`src/tsds_pkg.sv`:
```
// shared types, constants and temperature linearization for the setpoint display sequencer
package tsds_pkg;

  localparam int unsigned SpWidth    = 10;
  localparam int unsigned HoldWidth  = 8;
  localparam int unsigned OffWidth   = 7;
  localparam int unsigned RawWidth   = 16;
  localparam int unsigned AdcWidth   = 8;
  localparam int unsigned CfgWidth   = 10;
  localparam int unsigned CfgIdxWidth = 2;

  localparam logic [RawWidth-1:0] RawInvalid = 16'hFFFF;
  localparam logic [AdcWidth-1:0] AdcOpen    = 8'd255;
  localparam logic [AdcWidth-1:0] AdcKnee    = 8'd50;
  localparam logic [AdcWidth-1:0] AdcBase    = 8'd34;
  localparam logic [AdcWidth-1:0] KneeHigh   = 8'(180 - 34);
  localparam logic [AdcWidth-1:0] KneeMid    = 8'(150 - 34);
  localparam logic [AdcWidth-1:0] KneeLow    = 8'(135 - 34);

  localparam logic [SpWidth-1:0]   SpMinReset   = 10'd100;
  localparam logic [SpWidth-1:0]   SpMaxReset   = 10'd400;
  localparam logic [HoldWidth-1:0] HoldReset    = 8'd125;
  localparam logic [OffWidth-1:0]  OffsetReset  = 7'd30;
  localparam logic [SpWidth-1:0]   SetpointReset = 10'd50;

  typedef enum logic [1:0] {
    CMD_TICK    = 2'd0,
    CMD_REFRESH = 2'd1,
    CMD_SAMPLE  = 2'd2,
    CMD_NONE    = 2'd3
  } cmd_t;

  typedef enum logic [CfgIdxWidth-1:0] {
    REG_SP_MIN  = 2'd0,
    REG_SP_MAX  = 2'd1,
    REG_HOLD    = 2'd2,
    REG_OFFSET  = 2'd3
  } cfg_reg_t;

  typedef enum logic {
    SHOW_VALUE = 1'b0,
    SHOW_FAULT = 1'b1
  } show_t;

  function automatic logic [SpWidth-1:0] linearize(
    input logic [AdcWidth-1:0] s,
    input logic [OffWidth-1:0] off
  );
    logic [AdcWidth-1:0] a;
    logic [4:0]          c;
    logic [10:0]         hi_sum;
    logic [10:0]         lo_sum;
    logic [10:0]         t;
    a = s - AdcBase;
    if (a > KneeHigh) begin
      c = 5'd20;
    end else if (a > KneeMid) begin
      c = 5'd10;
    end else if (a > KneeLow) begin
      c = 5'd5;
    end else begin
      c = 5'd0;
    end
    hi_sum = 11'({a, 1'b0}) + 11'(a) + 11'd100 + 11'(off) - 11'(a[7:1]) - 11'(c);
    lo_sum = 11'({s, 1'b0}) + 11'(s) + 11'(off);
    if (s > AdcKnee) begin
      t = hi_sum;
    end else if (lo_sum < 11'd5) begin
      t = 11'd0;
    end else begin
      t = lo_sum - 11'd5;
    end
    return t[SpWidth-1:0];
  endfunction

endpackage

```
`src/temp_setpoint_display_sequencer.sv`:
```
// top level of the temperature setpoint and display sequencer
//
// item channel: item_valid/item_stall carry command, encoder_changed,
// encoder_setpoint and adc_sample. an item is taken when item_valid is high
// and item_stall is low.
// result channel: result_valid/result_stall carry show_kind and shown_value.
// zero or one result follows each item.
// config port: cfg_write with cfg_index and cfg_data, taken on any edge with
// cfg_write high; the user must write only while the block is idle (not enforced).
// result timing: a result appears on result_valid in the cycle after its item is taken.
// throughput: one item per cycle while item_stall is low; the state update and the result are formed
// in a single combinational pass into the state and result registers.
// stall: while a result waits with result_stall high, item_stall goes high
// only if that result cannot leave; otherwise items keep flowing.
// reset: registers return to defaults (min 100, max 400, hold 125, offset 30),
// setpoint 50, no hold running, no result pending.
module temp_setpoint_display_sequencer (
  input  logic                            clk,
  input  logic                            rst,
  input  logic                            item_valid,
  output logic                            item_stall,
  input  logic [1:0]                      command,
  input  logic                            encoder_changed,
  input  logic [tsds_pkg::RawWidth-1:0]   encoder_setpoint,
  input  logic [tsds_pkg::AdcWidth-1:0]   adc_sample,
  output logic                            result_valid,
  input  logic                            result_stall,
  output logic                            show_kind,
  output logic [tsds_pkg::SpWidth-1:0]    shown_value,
  input  logic                            cfg_write,
  input  logic [tsds_pkg::CfgIdxWidth-1:0] cfg_index,
  input  logic [tsds_pkg::CfgWidth-1:0]   cfg_data
);
  import tsds_pkg::*;

  logic [SpWidth-1:0]   setpoint_min;
  logic [SpWidth-1:0]   setpoint_max;
  logic [HoldWidth-1:0] hold_ticks;
  logic [OffWidth-1:0]  junction_offset;

  logic [SpWidth-1:0]   setpoint, setpoint_next;
  logic [SpWidth-1:0]   measured_temp, measured_temp_next;
  logic [HoldWidth-1:0] hold_count, hold_count_next;
  logic                 hold_active, hold_active_next;

  logic                 emit;
  logic                 kind_next;
  logic [SpWidth-1:0]   value_next;
  logic                 accept;
  logic [HoldWidth-1:0] hold_dec;
  logic [SpWidth-1:0]   clamped;
  cmd_t                 cmd;

  assign cmd        = cmd_t'(command);
  assign item_stall = result_valid && result_stall;
  assign accept     = item_valid && !item_stall;
  assign hold_dec   = hold_count - 8'd1;

  always_comb begin
    if (encoder_setpoint < RawWidth'(setpoint_min) || encoder_setpoint == RawInvalid) begin
      clamped = setpoint_min;
    end else if (encoder_setpoint > RawWidth'(setpoint_max)) begin
      clamped = setpoint_max;
    end else begin
      clamped = encoder_setpoint[SpWidth-1:0];
    end
  end

  always_comb begin
    setpoint_next      = setpoint;
    measured_temp_next = measured_temp;
    hold_count_next    = hold_count;
    hold_active_next   = hold_active;
    emit               = 1'b0;
    kind_next          = SHOW_VALUE;
    value_next         = '0;
    case (cmd)
      CMD_TICK: begin
        if (encoder_changed) begin
          setpoint_next    = clamped;
          hold_count_next  = hold_ticks;
          hold_active_next = 1'b1;
        end
      end
      CMD_REFRESH: begin
        if (hold_active) begin
          hold_count_next = hold_dec;
          emit            = 1'b1;
          if (hold_dec == '0) begin
            hold_active_next = 1'b0;
            value_next       = measured_temp;
          end else begin
            value_next = setpoint;
          end
        end
      end
      CMD_SAMPLE: begin
        if (adc_sample == AdcOpen && !hold_active) begin
          emit      = 1'b1;
          kind_next = SHOW_FAULT;
        end else begin
          measured_temp_next = linearize(adc_sample, junction_offset);
          if (!hold_active) begin
            hold_active_next = 1'b1;
            hold_count_next  = 8'd1;
          end
        end
      end
      default: begin
      end
    endcase
  end

  always_ff @(posedge clk) begin
    if (rst) begin
      setpoint_min    <= SpMinReset;
      setpoint_max    <= SpMaxReset;
      hold_ticks      <= HoldReset;
      junction_offset <= OffsetReset;
    end else if (cfg_write) begin
      case (cfg_reg_t'(cfg_index))
        REG_SP_MIN: setpoint_min    <= cfg_data[SpWidth-1:0];
        REG_SP_MAX: setpoint_max    <= cfg_data[SpWidth-1:0];
        REG_HOLD:   hold_ticks      <= cfg_data[HoldWidth-1:0];
        REG_OFFSET: junction_offset <= cfg_data[OffWidth-1:0];
        default: begin
        end
      endcase
    end
  end

  always_ff @(posedge clk) begin
    if (rst) begin
      setpoint      <= SetpointReset;
      measured_temp <= '0;
      hold_count    <= '0;
      hold_active   <= 1'b0;
    end else if (accept) begin
      setpoint      <= setpoint_next;
      measured_temp <= measured_temp_next;
      hold_count    <= hold_count_next;
      hold_active   <= hold_active_next;
    end
  end

  always_ff @(posedge clk) begin
    if (rst) begin
      result_valid <= 1'b0;
    end else if (!item_stall) begin
      result_valid <= accept && emit;
    end
  end

  always_ff @(posedge clk) begin
    if (accept && emit) begin
      show_kind   <= kind_next;
      shown_value <= value_next;
    end
  end

endmodule

```
`config.mk`:
```
export PLATFORM = sky130hd
export DESIGN_NAME = temp_setpoint_display_sequencer
export DESIGN_NICKNAME = d
export VERILOG_FILES = /design/src/tsds_pkg.sv /design/src/temp_setpoint_display_sequencer.sv
export SDC_FILE = /design/constraint.sdc
export NUM_CORES = 1
export LEC_CHECK = 0
export BUFFER_PORTS_ARGS = -buffer_cell sky130_fd_sc_hd__buf_4
export CAP_MARGIN = 20
export CELL_PAD_IN_SITES_DETAIL_PLACEMENT = 0
export CELL_PAD_IN_SITES_GLOBAL_PLACEMENT = 2
export CORE_MARGIN = 1
export CORE_UTILIZATION = 40
export CTS_CLUSTER_DIAMETER = 200
export DETAILED_ROUTE_END_ITERATION = 10
export PLACE_DENSITY = 0.89
export SYNTH_ARGS = -nofsm -noshare
export SYNTH_HDL_FRONTEND = slang
export SYNTH_SLANG_ARGS = --single-unit
```
`constraint.sdc`:
```
create_clock -name clk -period 14.5 [get_ports clk]
set_input_delay 1.45 -clock clk [delete_from_list [all_inputs] [get_ports clk]]
set_output_delay 1.45 -clock clk [all_outputs]
set_load 0.03 [all_outputs]
```
Word-level counts from Yosys, hierarchy flattened:

Index checks and enable logic that the tools add are counted.

* reduce and logical (&&, ||, !) cells: 20
* bitwise gates (word level): 1
* muxes and demuxes: 23
* magnitude comparators: 7
* eq/ne operators: 11
* add/sub/neg operators: 10

Operator list (number)
* $mux 10: 5
* $mux 8: 4
* $pmux 8 s3: 1
* $add 9x8->10: 2
* $eq 16x16->1 const B: 1
* $gt 16x10->1: 1
* $gt 8x7->1 const B: 2
* $lt 16x10->1: 1
* $mux 5: 3
* $add 10x7->11: 1
* $lt 11x3->1 const B: 1
* $add 10x7->10: 1
* $add 10x7->10 const B: 1
* $reduce_and 2->1: 5
* $sub 10x3->10 const B: 1
* $sub 10x5->10: 1
* $sub 10x7->10: 1
* $eq 8x8->1 const B: 1
* $gt 8x6->1 const B: 1
* $gt 8x8->1 const B: 1
* $logic_not 8->1: 1
* $ne 2x2->1 const B: 4
* $sub 8x1->8 const B: 1
* $sub 8x6->8 const B: 1
* 16 further kinds: 30

* register bits after elaboration: 76
* bits of input ports: 44
* output and inout bits: 13
* logic and storage cells: 83

Logic depth before layout (Yosys ltp):

Gate-level depths: netlist of the first run.

* depth after elaboration: 9
* mapped depth: 26
* gate-level depth less buffers: 26

Worst setup path before layout of the first run:

OpenSTA, ideal clock, no wires.

* kind: input port to flip-flop
* start point: in adc_sample[1] in the netlist's numbering
* end point: reg measured_temp[9]
* data arrival time: 6.160 ns
* path buffers: 0
* stages on the path: 22
* setup slack: 8.260 ns
* cell sequence: inv_1 > ha_1 > nand2_1 > a21oi_1 > xnor2_2 > ha_1 > nand3_1 > o31a_1 > or2_1 > fa_1 > fa_1 > inv_1 > fa_1 > inv_1 > ha_1 > a211oi_1 > o21bai_1 > a21oi_1 > o21ai_0 > xnor2_1 > a21oi_1 > a211oi_2

* word-level cells in the longest chain between the ends: 9
* elaborated cells between the ends (all ways): 25

RTL lines
* from (decl): RTL line temp_setpoint_display_sequencer.sv:25 `input logic [tsds_pkg::AdcWidth-1:0] adc_sample,`
* parallel branches: the longest is 9 deep, another holds $add 9x8->10
* to (signal assigned): RTL line temp_setpoint_display_sequencer.sv:140 `measured_temp <= measured_temp_next;`
* to (decl): RTL line temp_setpoint_display_sequencer.sv:42 `logic [SpWidth-1:0] measured_temp, measured_temp_next;`

Several ways; the timed one is not identified. The select of a mux whose other input is x is not followed.
A chain may end at the register's enable or synchronous reset.

Final worst setup path of the first run:

Ends and elaborated chain as after synthesis.

==> flow_metrics.tcl, run 1 <==
set metrics [dict create \
    synth_ff_type "dfxtp_1" \
    worst_slew_pin_slew_ps 1058 \
    synth-async-reset-ratio_pct 0 \
    setup_viol 0 \
    ios 57 \
    pwr-share-seq_pct 29.0 \
    firstDrtPassIters 4 \
    worstSetupEndpoint "measured_temp[9]" \
    cap_viol_max_count 0 \
    vias 4946 \
    cts_root_buf "clkbuf_16" \
    syn2layout_area_growth_pct 14.65 \
    holdPathStages 2 \
    clock_sinks 76 \
    synth_nets 834 \
    grt_pass1_wl_um 24910 \
    die_area_um2 15530 \
    cp-startpoint "adc_sample[1]" \
    max_freq_mhz 151.7 \
    p_sw_share_pct 36.77 \
    placed_area_um2 6593 \
    cp.arrival_ps 6840 \
    via_per_inst 5.296 \
    min_period_over_period_pct 45.45 \
    hold_path.class "reg2reg" \
    num_antenna_cells 0 \
    htreeDepth 3 \
    postCtsSetupBuffers 0 \
    initial_core_util_pct 41.22 \
    drt.antenna.violating_nets 0 \
    grt_setup_unrepaired "false" \
    cts_buffer_depth 2 \
    synth-seq-cells 76 \
    dp_hpwl_um 12190 \
    core_um2 14590 \
    yosysSeqAreaShare_pct 27.13 \
    port_buffers 56 \
    fin_ws_ps 7910 \
    path_clk_slew_ps 50 \
    drive_gt1_share_pct 13.07 \
    setup_tns_ps 0 \
    synth_area_per_cell_um2 8.640 \
    clkPwrFrac_pct 27.8 \
    grt_max_degree 58 \
    ctsResizeCount 0 \
    r2r_start "junction_offset[4]" \
    status "complete, no violations" \
    vdd_drop_max_mv 0.06881 \
    numCtsBuffers 9 \
    routedWlPerCell_um 16.07 \
    hold_viol 0 \
    path_class "in2reg" \
    critPathCaptureType "register" \
    max-slew-margin-rel_pct 29.02 \
    synth_area_um2 6013 \
    utilization_pct 47.26 \
    grt.total_usage_pct 20.13 \
    yosys.cell_types.count 69 \
    drt_iter0_markers 237 \
    r2r_end "measured_temp[8]" \
    power_frac_comb_pct 43.2 \
    cp_max_fo 9 \
    drt_wl_total_um 15010 \
    ctsHoldBuffers 0 \
    die_x_um 124.6 \
    rows 44 \
    fin_area_um2 6894 \
    cts_tree "done" \
    die_y_um 124.6 \
    gp_congestion 0.8687 \
    fin_crit_ps 6590 \
    synth_edf_count 11 \
    fin_cells 934 \
    maxSlewViolCount 0 \
    final_net_count 883 \
    pre_cts_ws_ps 7617 \
    gr-total-overflow 0 \
    synth_cells 696 \
    fin_skew_ps 6.971 \
    clk_latency_ps 340 \
    antenna_found_initial 0 \
    yosysWarningCount 0 \
    first_global_vias 4980 \
    powerDensity_nw_per_um2 115.5 \
    required_ps 14750 \
    p_sw_uw 292.8 \
    drc 0 \
    p_leak_uw 0.003017 \
    regToRegSetupSlack_ps 10710 \
    num-fill-cells 1421 \
    worstRegToRegCells 13 \
    crit_path_start_kind "primary input" \
    p_int_uw 503.6 \
    dpl.cell_count 917 \
]
[worst max-delay path: stages]
cell      delay (ps)
buf_4            150
inv_1            220
ha_1             290
nand2_1          110
xor2_1           500
inv_1            180
and3_1           220
a31oi_1          360
or2_1            180
fa_1             440
fa_1             540
inv_1             50
fa_1             590
inv_1             60
ha_1             310
a211oi_1         210
o21bai_1         110
a21oi_1          220
o21ai_0          160
xnor2_1          160
a21oi_1          100
a211oi_2         230
[power by group through the flow]
stage	Clock, µW	Sequential, µW	Combinational (µW)
final	222	231	344
after global routing	236	232	391
after CTS	226	231	347
after detailed placement	0	235	344
after global placement	0	235	339
after floorplan	0	232	255
[cell usage in the layout (no fill, tap or decap), types with 11 or more instances in the layout]
| master | count |
|---|---|
| o21ai_0 | 26 |
| dfxtp_1 | 65 |
| fa_1 | 23 |
| edfxtp_1 | 11 |
| a31oi_1 | 13 |
| xnor2_1 | 13 |
| ha_1 | 71 |
| xor2_1 | 11 |
| nor2_1 | 59 |
| nor3_1 | 11 |
| mux2i_1 | 20 |
| inv_1 | 77 |
| a21oi_1 | 41 |
| nand2_1 | 87 |
| buf_4 | 59 |
[area by class of cell]
cell class	instances	area [µm²]	share of cell area [%]
clock buffers	11	242.7	3.521
clock inverters	5	51.30	0.7441
inverters	78	292.8	4.247
multi-input cells	521	4003	58.06
flip-flops and latches	76	1632	23.67
well taps	184	230.2	3.339
repair buffers	59	442.9	6.425
[flip-flops by register name, summed over array words and instances (netlist names)]
register / flops
hold_active: 1
shown_value: 10
setpoint_max: 10
hold_ticks: 8
setpoint: 10
setpoint_min: 10
hold_count: 8
show_kind: 1
measured_temp: 10
result_valid: 1
junction_offset: 7
[kinds of logic after synthesis]
logic type / Yosys count / share of synthesized area [%]
muxes: 23 / 3.891
AOI/OAI and AO/OA: 149 / 16.98
DFF: 76 / 27.13
xor gates and xnor gates: 29 / 5.036
adders and majority gates: 94 / 22.43
buffers and inverters: 99 / 6.305
and+or+nand+nor: 226 / 18.23
[worst min path at each step]
stage	startpoint	end	slack, ps
6_report	setpoint_min[8]	setpoint_min[8]	460
5_1_grt	setpoint_min[7]	setpoint_min[7]	500
4_1_cts	setpoint_min[8]	setpoint_min[8]	460
3_5_place_dp	setpoint_min[8]	setpoint_min[8]	450
3_3_place_gp	setpoint_min[7]	setpoint_min[7]	450
2_1_floorplan	setpoint[0]	setpoint[0]	430
[Yosys cell counts (3+ instances only)]
master	count	area share, %
nand2_1	87	5.4
mux2_1	3	0.56
a21o_1	7	0.87
xor2_1	11	1.6
ha_1	71	15
a211oi_1	5	0.62
nand2b_1	9	0.94
edfxtp_1	11	5.5
o21a_1	3	0.37
nand3b_1	9	1.1
o21bai_1	8	1.0
o221ai_1	10	1.5
nor2b_1	8	0.83
buf_2	3	0.25
nor2_1	59	3.7
o21ai_0	26	2.2
nor3_1	11	0.92
a21oi_1	41	3.4
nand3_1	8	0.67
clkbuf_1	14	0.87
xnor2_2	3	0.81
o221a_2	3	0.56
xnor2_1	13	1.9
mux2i_1	20	3.3
nor4_1	5	0.52
a31oi_1	13	1.4
fa_1	23	7.7
buf_1	3	0.19
dfxtp_1	65	22
inv_1	77	4.8
nand4_1	8	0.83
a211o_1	9	1.3
[routing by layer]
metal / share of wire, % / up-vias / global-route usage (%)
met4: 1.9 / 0 / 6.308
met2: 49 / 102 / 35.07
met3: 3.0 / 19 / 3.136
met1: 46 / 2319 / 25.34
met5: 0 / - / 0
li1: - / 2506 / -
[per-stage QoR]
stage               hold WS, ps  total power, µW
global route              496.4            858.9
global placement          448.1            573.6
detailed placement        451.7            579.4
CTS                       459.0            803.7
floorplan                 431.9            486.8
finish                    459.9            796.4
(Power assumes the default switching activity.)
==> run 2, diff against run 1 <==
CORE_UTILIZATION = 34   (was 40)
PLACE_DENSITY = 0.81   (was 0.89)
clock period = 5.4 ns   (was 14.5 ns; I/O delays follow)
==> run 2 against run 1 <==
Effect of this change:
- die area up 17%
- sequential cell count unchanged
- count of clock-buffer cells in the layout down 2
- worst hold slack worse by 34 ps
- combinational power rose to 2.9 times the previous value
- global-route usage down 1.8 points
- clock power rose to 2.9 times the previous value
- total power rose to 2.9 times the previous value
- sequential share of layout area down 1.1 points
- critical path type unchanged
- largest cell class unchanged
==> flow_metrics.tcl, run 2 (synthesis gave the netlist of run 1 again) <==
set metrics [dict create \
    status "complete, no violations" \
    cp_max_fo 5 \
    hp-start "cfg_data[8]" \
    firstDrtPassIters 4 \
    clkPwrFrac_pct 28.7 \
    max_freq_mhz 197.2 \
    wl_met2_um 7742 \
    cts_root_buf "clkbuf_16" \
    power_frac_comb_pct 44.1 \
    wl_met1_um 7005 \
    rows 48 \
    antenna_found_initial 0 \
    most-common-layout-cells "buf_4 (89), nand2_1 (87), inv_1 (75), ha_1 (71), dfxtp_1 (65)" \
    hold_end "setpoint_max[8]" \
    maxSlewViolCount 0 \
    drc 0 \
    grt.total_usage_pct 18.29 \
    ios 57 \
    grt_setup_unrepaired "false" \
    drt_wl_total_um 15660 \
    setup_viol 0 \
    p_int_uw 1451 \
    dpl.cell_count 987 \
    cap_viol_max_count 0 \
    via_per_inst 5.012 \
    met3_length_um 603 \
    max-slew-margin-rel_pct 41.60 \
    die_y_um 135.0 \
    min_period_over_period_pct 93.90 \
    layout_commonest_cell "buf_4" \
    die_area_um2 18220 \
    worst_slew_pin_slew_ps 871.9 \
    required_ps 5670 \
    fin_ws_ps 329.3 \
    worstRegToRegCells 13 \
    num-fill-cells 1767 \
    pwr-share-seq_pct 27.2 \
    fin_cells 1005 \
    dp_hpwl_um 12790 \
    drt.antenna.violating_nets 0 \
    r2r_start "junction_offset[4]" \
    regToRegSetupSlack_ps 1680 \
    die_x_um 135.0 \
    final_net_count 913 \
    path_clk_slew_ps 60 \
    drt_iter0_markers 261 \
    powerDensity_nw_per_um2 314.6 \
    gp_congestion 0.8796 \
    crit_path_start_kind "primary input" \
    num_antenna_cells 0 \
    core_um2 17300 \
    syn2layout_area_growth_pct 20.06 \
    fin_skew_ps 3.717 \
    path_class "in2reg" \
    cp-startpoint "adc_sample[2]" \
    pre_cts_ws_ps -174.5 \
    vias 5037 \
    critPathCaptureType "register" \
    cp.arrival_ps 5340 \
    grt_max_degree 58 \
    initial_core_util_pct 34.77 \
    first_global_vias 5013 \
    utilization_pct 41.74 \
    routedWlPerCell_um 15.58 \
    holdWs_ps 426.0 \
    drive_gt1_share_pct 17.31 \
    r2r_end "measured_temp[8]" \
    clock_sinks 76 \
    holdPathStages 2 \
    cts_buffer_depth 2 \
    highest_layer "met4" \
    numCtsBuffers 9 \
    p_sw_uw 819.6 \
    vdd_drop_max_mv 0.1985 \
    fin_crit_ps 5071 \
    clk_latency_ps 340 \
    hold_path.class "in2reg" \
    setup_tns_ps 0 \
    cts_tree "done" \
    p_sw_share_pct 36.09 \
    grt_pass1_wl_um 25730 \
    gr-total-overflow 0 \
    port_buffers 56 \
    p_leak_uw 0.003180 \
    htreeDepth 3 \
    hold_viol 0 \
    ctsHoldBuffers 0 \
]
-- run 2: critical path: stages --
cell	delay, ps
buf_4	120
inv_2	80
ha_1	150
a21bo_2	250
a21oi_4	180
xnor2_4	130
ha_1	180
nand3_1	70
o31a_1	290
or2_1	230
fa_1	460
fa_1	540
inv_1	50
fa_1	560
inv_1	60
ha_1	310
a211oi_1	240
o21bai_1	120
a21oi_2	170
o21ai_0	120
xnor2_1	150
a21oi_1	100
a211oi_2	230
-- run 2: timing repair --
| item | in CTS | in global routing |
|---|---|---|
| endpoints found under the setup margin | 0 | 4 |
| resized for setup | 0 | 7 |
| buffers inserted | 0 | 0 |
-- run 2: metal layers --
layer  global-route usage (%)  vias to the layer above
li1                         -                     2559
met1                    23.16                     2348
met5                        0                        -
met4                    6.367                        0
met2                    32.22                      109
met3                    1.839                       21
-- run 2: through the flow --
stage	total power [µW]	area (µm²)
after detailed placement	1603	6862
after CTS	2265	7186
after floorplan	1307	6013
after global placement	1590	6862
after global routing	2449	7219
final	2271	7219
-- run 2: cell type report --
class / count / area [µm²] / share of cell area, %
Sequential cell: 76 / 1632 / 22.60
Multi-Input combinational cell: 521 / 4021 / 55.70
Timing Repair Buffer: 89 / 668.1 / 9.255
Tap cell: 225 / 281.5 / 3.899
Inverter: 78 / 292.8 / 4.055
Clock inverter: 7 / 98.84 / 1.369
Clock buffer: 9 / 225.2 / 3.120
-- run 2: worst max path at each step --
stage                       endpoint  slack, ps  depth (start not counted)
floorplan           measured_temp[9]         70                         22
global placement    measured_temp[9]        -60                         23
detailed placement  measured_temp[9]       -170                         23
CTS                 measured_temp[9]        160                         23
global route        measured_temp[8]          4                         28
finish              measured_temp[9]        330                         23
-- run 2: power by group through the flow --
stage / Sequential [µW] / Combinational, µW / Clock (µW)
after floorplan: 623 / 684 / 0
after global placement: 630 / 959 / 0
after detailed placement: 631 / 972 / 0
after CTS: 618 / 978 / 668
after global routing: 621 / 1140 / 692
final: 618 / 1000 / 652
